### src/hdl/psrp_pkg.sv
`default_nettype none

package psrp_pkg;

  localparam int SLOTS_DEF = 32;

  localparam int TIME_W = 32;
  localparam int SLOT_W = 5;
  localparam int WHY_W  = 2;

  localparam int IN_DATA_W  = 136;
  localparam int OUT_DATA_W = 40;

  localparam logic OP_WRITE  = 1'b0;
  localparam logic OP_SELECT = 1'b1;

  localparam logic [WHY_W-1:0] WHY_FREE      = 2'd0;
  localparam logic [WHY_W-1:0] WHY_EXPIRED   = 2'd1;
  localparam logic [WHY_W-1:0] WHY_COMPLETED = 2'd2;
  localparam logic [WHY_W-1:0] WHY_PENDING   = 2'd3;

endpackage

`default_nettype wire

### src/hdl/ping_slot_replacement_picker.sv
`default_nettype none
// Slot replacement picker: one request on the input is either a write of one slot
// (tuser = 0) or a select (tuser = 1) that names a slot to reuse at time "now", in the
// order lowest free, oldest expired pending, oldest completed, oldest pending, ties to
// the lowest index. Exactly one result per request. A write goes straight to the finish
// state; a select first scans the start/timeout memory, reading one slot per cycle
// into a single age subtract and compare unit, and then goes to the finish state.
// The input is not ready while a request is in work; a finished result waits in the
// output register without blocking the next request.
module ping_slot_replacement_picker #(
  parameter int SLOTS = psrp_pkg::SLOTS_DEF
) (
  input  wire logic                           clk,
  input  wire logic                           rst_n,
  input  wire logic                           in_tvalid,
  output      logic                           in_tready,
  // [4:0] slot, [5] occupied_flag, [37:6] start_time, [69:38] timeout_ticks,
  // [101:70] result_time, [133:102] now, [135:134] zero
  input  wire logic [psrp_pkg::IN_DATA_W-1:0] in_tdata,
  // [0] opcode
  input  wire logic                           in_tuser,
  output      logic                           out_tvalid,
  input  wire logic                           out_tready,
  // [0] ok, [5:1] chosen_slot, [7:6] why, [39:8] slot_age
  output      logic [psrp_pkg::OUT_DATA_W-1:0] out_tdata
);
  import psrp_pkg::*;

  localparam int IW = (SLOTS > 1) ? $clog2(SLOTS) : 1;
  localparam logic [1:0] TRK_EXP = 2'd0;
  localparam logic [1:0] TRK_CMP = 2'd1;
  localparam logic [1:0] TRK_PND = 2'd2;

  typedef enum logic [2:0] {
    S_IDLE = 3'b001,
    S_SCAN = 3'b010,
    S_FIN  = 3'b100
  } state_t;

  state_t state_r, state_nxt;

  logic [SLOTS-1:0] busy_r, busy_nxt;
  logic [SLOTS-1:0] done_r, done_nxt;

  logic [TIME_W-1:0] begin_mem [SLOTS];
  logic [TIME_W-1:0] limit_mem [SLOTS];
  logic [TIME_W-1:0] begin_rd_r, limit_rd_r;

  logic              mem_we;
  logic [IW-1:0]     wr_idx;
  logic              rd_en;
  logic [IW-1:0]     rd_addr;

  logic [IW:0]       cnt_r, cnt_nxt;
  logic [TIME_W-1:0] now_r, now_nxt;

  logic              p1_vld_r, p1_vld_nxt;
  logic [IW-1:0]     p1_idx_r, p1_idx_nxt;

  logic              p2_vld_r, p2_vld_nxt;
  logic [IW-1:0]     p2_idx_r, p2_idx_nxt;
  logic [TIME_W-1:0] p2_age_r, p2_age_nxt;
  logic [TIME_W-1:0] p2_limit_r, p2_limit_nxt;
  logic              p2_busy_r, p2_busy_nxt;
  logic              p2_done_r, p2_done_nxt;

  logic              free_fnd_r, free_fnd_nxt;
  logic [IW-1:0]     free_idx_r, free_idx_nxt;
  logic [2:0]        fnd_r, fnd_nxt;
  logic [IW-1:0]     bidx_r [3];
  logic [IW-1:0]     bidx_nxt [3];
  logic [TIME_W-1:0] bage_r [3];
  logic [TIME_W-1:0] bage_nxt [3];

  logic              res_ok_r, res_ok_nxt;
  logic [SLOT_W-1:0] res_slot_r, res_slot_nxt;
  logic [WHY_W-1:0]  res_why_r, res_why_nxt;
  logic [TIME_W-1:0] res_age_r, res_age_nxt;

  logic                  out_tvalid_r, out_tvalid_nxt;
  logic [OUT_DATA_W-1:0] out_data_r, out_data_nxt;

  logic              in_acc;
  logic              in_op;
  logic [SLOT_W-1:0] in_slot;
  logic              in_occ;
  logic [TIME_W-1:0] in_start, in_timeout, in_result, in_now;
  logic              wr_ok;
  logic              scan_issued;
  logic [1:0]        cls;

  assign in_op      = in_tuser;
  assign in_slot    = in_tdata[4:0];
  assign in_occ     = in_tdata[5];
  assign in_start   = in_tdata[37:6];
  assign in_timeout = in_tdata[69:38];
  assign in_result  = in_tdata[101:70];
  assign in_now     = in_tdata[133:102];

  assign in_tready  = (state_r == S_IDLE);
  assign in_acc     = in_tvalid && in_tready;
  assign out_tvalid = out_tvalid_r;
  assign out_tdata  = out_data_r;

  assign wr_ok       = !in_result[TIME_W-1] && (32'(in_slot) < 32'(SLOTS));
  assign wr_idx      = IW'(in_slot);
  assign mem_we      = in_acc && (in_op == OP_WRITE) && wr_ok;
  assign scan_issued = (cnt_r == (IW+1)'(SLOTS));
  assign rd_en       = (state_r == S_SCAN) && !scan_issued;
  assign rd_addr     = cnt_r[IW-1:0];

  assign cls = !p2_done_r ? ((p2_age_r >= p2_limit_r) ? TRK_EXP : TRK_PND) : TRK_CMP;

  always_comb begin
    state_nxt      = state_r;
    busy_nxt       = busy_r;
    done_nxt       = done_r;
    cnt_nxt        = cnt_r;
    now_nxt        = now_r;
    p1_vld_nxt     = 1'b0;
    p1_idx_nxt     = p1_idx_r;
    p2_vld_nxt     = 1'b0;
    p2_idx_nxt     = p2_idx_r;
    p2_age_nxt     = p2_age_r;
    p2_limit_nxt   = p2_limit_r;
    p2_busy_nxt    = p2_busy_r;
    p2_done_nxt    = p2_done_r;
    free_fnd_nxt   = free_fnd_r;
    free_idx_nxt   = free_idx_r;
    fnd_nxt        = fnd_r;
    bidx_nxt       = bidx_r;
    bage_nxt       = bage_r;
    res_ok_nxt     = res_ok_r;
    res_slot_nxt   = res_slot_r;
    res_why_nxt    = res_why_r;
    res_age_nxt    = res_age_r;
    out_tvalid_nxt = out_tvalid_r;
    out_data_nxt   = out_data_r;

    if (out_tvalid_r && out_tready) begin
      out_tvalid_nxt = 1'b0;
    end

    unique case (state_r)
      S_IDLE: begin
        if (in_acc) begin
          now_nxt = in_now;
          if (in_op == OP_WRITE) begin
            res_ok_nxt   = wr_ok;
            res_slot_nxt = wr_ok ? in_slot : '0;
            res_why_nxt  = WHY_FREE;
            res_age_nxt  = '0;
            if (wr_ok) begin
              busy_nxt[wr_idx] = in_occ;
              done_nxt[wr_idx] = |in_result;
            end
            state_nxt = S_FIN;
          end else begin
            cnt_nxt      = '0;
            free_fnd_nxt = 1'b0;
            fnd_nxt      = '0;
            state_nxt    = S_SCAN;
          end
        end
      end
      S_SCAN: begin
        // issue one memory read
        if (rd_en) begin
          cnt_nxt    = cnt_r + 1'b1;
          p1_vld_nxt = 1'b1;
          p1_idx_nxt = rd_addr;
        end
        // age of the slot just read
        if (p1_vld_r) begin
          p2_vld_nxt   = 1'b1;
          p2_idx_nxt   = p1_idx_r;
          p2_age_nxt   = now_r - begin_rd_r;
          p2_limit_nxt = limit_rd_r;
          p2_busy_nxt  = busy_r[p1_idx_r];
          p2_done_nxt  = done_r[p1_idx_r];
        end
        // running best per class
        if (p2_vld_r) begin
          if (!p2_busy_r) begin
            if (!free_fnd_r) begin
              free_fnd_nxt = 1'b1;
              free_idx_nxt = p2_idx_r;
            end
          end else if (!fnd_r[cls] || (p2_age_r > bage_r[cls])) begin
            fnd_nxt[cls]  = 1'b1;
            bidx_nxt[cls] = p2_idx_r;
            bage_nxt[cls] = p2_age_r;
          end
        end
        if (scan_issued && !p1_vld_r && !p2_vld_r) begin
          res_ok_nxt   = 1'b1;
          res_slot_nxt = '0;
          res_why_nxt  = WHY_FREE;
          res_age_nxt  = '0;
          priority if (free_fnd_r) begin
            res_slot_nxt = SLOT_W'(free_idx_r);
          end else if (fnd_r[TRK_EXP]) begin
            res_slot_nxt = SLOT_W'(bidx_r[TRK_EXP]);
            res_why_nxt  = WHY_EXPIRED;
            res_age_nxt  = bage_r[TRK_EXP];
          end else if (fnd_r[TRK_CMP]) begin
            res_slot_nxt = SLOT_W'(bidx_r[TRK_CMP]);
            res_why_nxt  = WHY_COMPLETED;
            res_age_nxt  = bage_r[TRK_CMP];
          end else if (fnd_r[TRK_PND]) begin
            res_slot_nxt = SLOT_W'(bidx_r[TRK_PND]);
            res_why_nxt  = WHY_PENDING;
            res_age_nxt  = bage_r[TRK_PND];
          end else begin
            res_ok_nxt = 1'b0;
          end
          state_nxt = S_FIN;
        end
      end
      S_FIN: begin
        if (!out_tvalid_r || out_tready) begin
          out_tvalid_nxt = 1'b1;
          out_data_nxt   = {res_age_r, res_why_r, res_slot_r, res_ok_r};
          state_nxt      = S_IDLE;
        end
      end
      default: begin
        state_nxt = S_IDLE;
      end
    endcase
  end

  always_ff @(posedge clk) begin
    if (!rst_n) begin
      state_r      <= S_IDLE;
      busy_r       <= '0;
      done_r       <= '0;
      cnt_r        <= '0;
      p1_vld_r     <= 1'b0;
      p2_vld_r     <= 1'b0;
      free_fnd_r   <= 1'b0;
      fnd_r        <= '0;
      out_tvalid_r <= 1'b0;
    end else begin
      state_r      <= state_nxt;
      busy_r       <= busy_nxt;
      done_r       <= done_nxt;
      cnt_r        <= cnt_nxt;
      p1_vld_r     <= p1_vld_nxt;
      p2_vld_r     <= p2_vld_nxt;
      free_fnd_r   <= free_fnd_nxt;
      fnd_r        <= fnd_nxt;
      out_tvalid_r <= out_tvalid_nxt;
    end
  end

  always_ff @(posedge clk) begin
    now_r      <= now_nxt;
    p1_idx_r   <= p1_idx_nxt;
    p2_idx_r   <= p2_idx_nxt;
    p2_age_r   <= p2_age_nxt;
    p2_limit_r <= p2_limit_nxt;
    p2_busy_r  <= p2_busy_nxt;
    p2_done_r  <= p2_done_nxt;
    free_idx_r <= free_idx_nxt;
    bidx_r     <= bidx_nxt;
    bage_r     <= bage_nxt;
    res_ok_r   <= res_ok_nxt;
    res_slot_r <= res_slot_nxt;
    res_why_r  <= res_why_nxt;
    res_age_r  <= res_age_nxt;
    out_data_r <= out_data_nxt;
  end

  // start / timeout memory
  always_ff @(posedge clk) begin
    if (mem_we) begin
      begin_mem[wr_idx] <= in_start;
      limit_mem[wr_idx] <= in_timeout;
    end
    if (rd_en) begin
      begin_rd_r <= begin_mem[rd_addr];
      limit_rd_r <= limit_mem[rd_addr];
    end
  end

endmodule

`default_nettype wire

### config.mk
export PLATFORM = sky130hd
export DESIGN_NAME = ping_slot_replacement_picker
export DESIGN_NICKNAME = d
export VERILOG_FILES = /design/src/hdl/psrp_pkg.sv /design/src/hdl/ping_slot_replacement_picker.sv
export SDC_FILE = /design/constraint.sdc
export NUM_CORES = 2
export LEC_CHECK = 0
export BUFFER_PORTS_ARGS = -buffer_cell sky130_fd_sc_hd__buf_2
export CAP_MARGIN = 30
export CORE_ASPECT_RATIO = 1.5
export CORE_UTILIZATION = 65
export CTS_BUF_LIST = sky130_fd_sc_hd__clkbuf_8
export CTS_CLUSTER_SIZE = 25
export DETAILED_ROUTE_END_ITERATION = 7
export GPL_TIMING_DRIVEN = 0
export PLACE_DENSITY = 0.84
export SLEW_MARGIN = 25
export SYNTH_ARGS = -nofsm -noshare
export SYNTH_HDL_FRONTEND = slang
export SYNTH_SLANG_ARGS = --single-unit
### constraint.sdc
create_clock -name clk -period 16.8 [get_ports clk]
set_input_delay 2.52 -clock clk [delete_from_list [all_inputs] [get_ports clk]]
set_output_delay 2.52 -clock clk [all_outputs]
set_load 0.01 [all_outputs]
Yosys cells after proc, flatten, opt, wreduce, memory -nomap -nowiden
Memories as Yosys holds them, arrays and structs flattened. A register that Yosys moved wholly into a read port is not among the register bits. Index checks and enable logic that the tools add are counted.

Bits in registers: 384. Bits in writable memories: 2048. Output and inout bits: 42. Word-level logic and storage cells: 177. Memories kept: 2. Input bits: 141.

Memory list: begin_mem (depth 32, width 32, rd ports 1, clocked after Yosys merged registers in 1, write ports 1, line ping_slot_replacement_picker.sv:45) `logic [TIME_W-1:0] begin_mem [SLOTS];`; limit_mem (depth 32, width 32, rd ports 1, clocked after Yosys merged registers in 1, write ports 1, line ping_slot_replacement_picker.sv:46) `logic [TIME_W-1:0] limit_mem [SLOTS];`.

Bitwise operators: 6. Mux-type cells: 83. $add $sub $neg: 2. Eq/ne operators: 14. Magnitude comparators: 9. Reductions and logical operators: 33.

Operators with widths (number): 32-bit 2-to-1 mux (10); 96-bit bitwise mux (1); 32-bit binary-select mux with 2-bit select (1); 32-bit bitwise mux (2); 32-bit demux with 2-bit select (1); 32-bit case mux with 2 select lines (1); 5-bit 2-to-1 mux (9); 32-bit greater-or-equal comparator (1); 32-bit greater-than comparator (1); 32-bit OR reduction (1); 32-bit subtractor (1); 3-bit 2-to-1 mux (9); 1-bit 2-to-1 mux (23); 4-bit AND reduction (5); 2-bit 2-to-1 mux (9); 6-bit 2-to-1 mux (3); 15-bit bitwise mux (1); 5-bit by 6-bit less-than comparator with 1-bit output, second input constant (2); 2-bit != test, second input constant (6); 6-bit case mux with 2 select lines (1); 1-bit binary-select mux with 5-bit select (2); 5-bit demux with 2-bit select (1); 1-bit logical AND (10); 5-bit case mux with 2 select lines (1); 28 further kinds (45).

Logic depth before layout (Yosys ltp)
Word-level depth: 13. Depth in mapped cells: 22. Mapped depth without buffers: 21.

Least setup slack after synthesis
No wires, ideal clock.

Path type: register to register. Start point: register p2_age_r[0]. End point: register bage_r[64] (netlist bit) (enable). Arrival time: 6.314 ns. Slack: 10.001 ns. Cell stages (with the launch flop): 23. Setup time: 0.485 ns. Period minus slack after synthesis: 6.799 ns. Path through: edfxtp_1 inv_1 ha_1 nand2b_1 a21o_1 a211oi_1 o21ai_1 a2111oi_2 o31ai_1 a21oi_4 buf_6 mux2_1 mux2i_1 ha_1 a21o_1 a21o_1 a21o_1 a21oi_1 o21ai_0 a31o_2 a21o_1 a21oi_1 nor3b_1.

Word-level cells in the longest chain between the ends: 10. Elaborated cells between the ends (all ways): 13. Those cells by class: order compare: 2; mux: 7; bitwise: 1; reduce/logical: 3.

Ends and longest elaborated chain: start: declaration (line ping_slot_replacement_picker.sv:62) `logic [TIME_W-1:0] p2_age_r, p2_age_nxt;`; start signal: assignment (line ping_slot_replacement_picker.sv:261) `p2_age_r <= p2_age_nxt;`; 32-bit greater-or-equal comparator (line ping_slot_replacement_picker.sv:112) `assign cls = !p2_done_r ? ((p2_age_r >= p2_limit_r) ? TRK_EXP : TRK_PND) : TRK_CMP;`; 2-bit 2-to-1 mux (2 in series) (line ping_slot_replacement_picker.sv:112); 2-bit inverter with 3-bit output (implied by the code) (line ping_slot_replacement_picker.sv:189) `end else if (!fnd_r[cls] || (p2_age_r > bage_r[cls])) begin`; 32-bit binary-select mux with 2-bit select (line ping_slot_replacement_picker.sv:189); 32-bit 2-to-1 mux (implied by the code) (2 in series) (line ping_slot_replacement_picker.sv:189); 32-bit greater-than comparator (line ping_slot_replacement_picker.sv:189); 1-bit logical OR * (line ping_slot_replacement_picker.sv:189); 4-bit AND reduction (no line) *; end signal: assignment (line ping_slot_replacement_picker.sv:267) `bage_r <= bage_nxt;`; end: declaration (line ping_slot_replacement_picker.sv:72) `logic [TIME_W-1:0] bage_r [3];`.

Every way passes the cells marked *; elsewhere a longest branch is shown, timed or not. The select of a mux whose other input is x is not followed. A chain may end at the register's enable or synchronous reset.

Worst setup path after layout
Start point: register p2_age_r[9]. End point: register bage_r[85] (netlist bit) (enable).

Same word-level chain as after synthesis.

==> impl_metrics.json <==
{
  "status": "complete, but fails checks",
  "violations": "DRC",
  "first_pass_iters": 8,
  "crit_fanout": 10,
  "setup_viol": 0,
  "max_freq_ghz": 0.152,
  "netSwitchingFraction_pct": 21.5,
  "worstPathCellList": "ha_1 > a211o_1 > a21oi_1 > nor3_1 > a2111oi_2 > o31ai_1 > a21oi_4 > buf_6 > mux2_1 > mux2i_1 > ha_1 > a21o_1 > a21o_1 > a21oi_1 > nor2_1 > a2111oi_0 > o21ai_0 > a21o_1 > a21oi_1 > nor3b_2 > buf_4 > buf_4 > buf_4",
  "final_cell_mix": "2,416 x edfxtp_1, 660 x mux4_2, 355 x clkbuf_8",
  "p_leak_uw": 0.0354,
  "synth_top_family_by_area": "multiplexers",
  "tns_ns": 0,
  "synth-simple-area-share_pct": 1.71,
  "cts-hold-fix-buffers": 0,
  "p_seq_share_pct": 58.8,
  "intPower_uw": 9160,
  "clockBufferDepth": 4,
  "postCtsSetupBuffers": 0,
  "wl_per_cell_um": 40.0,
  "core_um2": 148000,
  "rows": 173,
  "syn_avg_cell_area_um2": 22.2,
  "comb_power_share_pct": 2.3,
  "rsz0062_at_grt": "false",
  "critPathMaxStageDelay_ns": 0.75,
  "cp.required_ns": 17.60,
  "portBuffers": 180,
  "clk_latency_ns": 1.08,
  "grt_pass1_wl_um": 403000,
  "ys.flop_type": "edfxtp_1",
  "powerDensity_nw_per_um2": 105,
  "synth_nets": 4609,
  "synthCells": 4370,
  "irDropWorstVdd_uv": 78.7,
  "track_usage_pct": 39.2,
  "ys_seq_elements": 2496,
  "relSlewSlack_pct": 24.7,
  "fill_cells": 6831,
  "grt_max_degree": 52,
  "wirelength_um": 291000,
  "antenna_left": 0,
  "path_class": "flip-flop to flip-flop",
  "cts_tree": "built",
  "maxCapViolations": 0,
  "gr-total-overflow": 0,
  "synthMuxAreaShare_pct": 17.1,
  "first_global_vias": 55800,
  "final_nets": 5322,
  "cts-root-buf": "clkbuf_8",
  "clkPwrFrac_pct": 39.0,
  "hp-class": "flip-flop to flip-flop",
  "seq_area_frac_synth_pct": 76.5,
  "post_dp_cell_area_um2": 105000,
  "worstMarginPinSlew_ns": 1.13,
  "crit_path_start_kind": "flip-flop",
  "post_cts_resized": 0,
  "dieHeight_um": 475,
  "synthAdderAreaFrac_pct": 1.27,
  "finalCritPeriodShare_pct": 39.1,
  "synth_edf_count": 2416,
  "maxSlewViolCount": 0,
  "pin_count": 183,
  "drt_iter0_markers": 9657,
  "num_vias": 54500,
  "ys_types": 64,
  "cp.buffers_inverters": 4,
  "area_growth_pct": 14.5,
  "clock_sink_count": 2496,
  "final_common_cell": "edfxtp_1",
  "fin_crit_ns": 6.58,
  "final_cell_area_um2": 111000,
  "drc": 3,
  "die_area_um2": 151000,
  "cts_max_level": 5,
  "clk_pin_slew_ns": 0.07,
  "synthArstFlopShare_pct": 0,
  "drive_gt1_share_pct": 31.0,
  "crit_slowest_cell": "edfxtp_1",
  "synth-xor-area-share_pct": 0.262,
  "antenna_found_initial": 20,
  "skew_ns": 0.0555,
  "synth_compound_area_share_pct": 1.86,
  "yosys_warnings": 0,
  "hpwl_um": 182000,
  "crit_family": "compound AO/OA/AOI/OAI gates",
  "hold_violations": 0,
  "endpoint_kind": "flip-flop",
  "place.gp.congestion": 0.885,
  "vias_per_cell": 7.50,
  "die_w_um": 317,
  "switching_power_uw": 2510,
  "crit_arrival_ns": 7.37,
  "synth_area_um2": 96900,
  "start_util_pct": 65.5,
  "numCtsBuffers": 346
}
==> metal layers <==
metal	track usage [%]	part of all wire (%)	vias to the layer above
met5	0	0.055	-
met3	12.0	14	1714
met4	29.9	9.4	24
met2	61.3	48	6222
li1	-	-	19800
met1	45.4	29	26700
==> power groups by stage <==
stage	sequential [µW]	clock [µW]	combinational, µW
3_5_place_dp	6990	0	248
6_report	6860	4550	265
5_1_grt	6850	4760	273
3_3_place_gp	6990	0	214
2_1_floorplan	6990	0	103
4_1_cts	6860	4520	253
==> registers in the layout, summed over array words and instances, names as in the netlist, 2 cells and up <==
| signal | flops |
|---|---|
| p2_age_r | 32 |
| done_r | 32 |
| state_r | 3 |
| free_idx_r | 5 |
| fnd_r | 3 |
| begin_rd_r | 32 |
| bage_r | 96 |
| p1_idx_r | 5 |
| res_age_r | 32 |
| res_why_r | 2 |
| begin_mem | 1024 |
| p2_limit_r | 32 |
| res_slot_r | 5 |
| busy_r | 32 |
| out_tdata | 40 |
| limit_mem | 1024 |
| p2_idx_r | 5 |
| now_r | 32 |
| cnt_r | 6 |
| bidx_r | 15 |
| limit_rd_r | 32 |
==> kinds of logic (layout without fill, tap and decap cells) <==
family | Yosys count | after routing
compound gates | 272 | 272
xor+xnor | 29 | 29
fa+ha+maj | 98 | 98
buf+inv | 297 | 1255
flops | 2496 | 2496
mux | 822 | 822
other cells | 0 | 15
simple gates | 356 | 356
==> cell type report <==
class | count | area (µm²) | area share (%)
flip-flops and latches | 2496 | 74200 | 66.8
multi-input cells | 1577 | 21800 | 19.7
repair buffers | 365 | 4960 | 4.47
clock buffers | 355 | 4890 | 4.40
well taps | 1925 | 2410 | 2.17
clock inverters | 238 | 1450 | 1.30
plain buffers | 213 | 961 | 0.866
inverters | 84 | 320 | 0.289
diodes | 15 | 37.5 | 0.0338
==> metrics by stage <==
stage,hold WS [ns],power [µW],utilization (%),setup slack [ns],instances
after floorplan,0.400,7090,-,10.00,4370
after global placement,0.401,7200,67.7,5.36,6475
after detailed placement,0.405,7240,70.6,10.69,6657
after CTS,0.415,11600,74.9,10.49,7250
after global routing,0.418,11900,75.0,10.06,7255
final,0.416,11700,75.0,10.22,7268
==> Yosys cell counts (35+ instances only) <==
library cell | number | share of area, %
mux4_2 | 660 | 15
nor2_1 | 165 | 0.64
nand2_1 | 57 | 0.22
o21ai_0 | 82 | 0.42
clkbuf_1 | 139 | 0.54
edfxtp_1 | 2416 | 75
nor3_1 | 42 | 0.22
buf_2 | 35 | 0.18
ha_1 | 97 | 1.3
mux2_2 | 73 | 0.85
a221o_1 | 37 | 0.38
dfxtp_1 | 80 | 1.7
inv_1 | 83 | 0.32
mux2i_1 | 64 | 0.66
a21oi_1 | 67 | 0.35
==> path summary, 6_finish.rpt <==
| path | slack [ns] | endpoint | cells past startpoint | from |
|---|---|---|---|---|
| max | 10.22 | bage_r[85] | 23 | p2_age_r[9] |
| min | 0.42 | out_tdata[17] | 0 | res_age_r[9] |
| max reg2reg | 10.22 | bage_r[85] | 23 | p2_age_r[9] |
| min reg2reg | 0.42 | out_tdata[17] | 0 | res_age_r[9] |
Power figures use the tool's default switching activity.
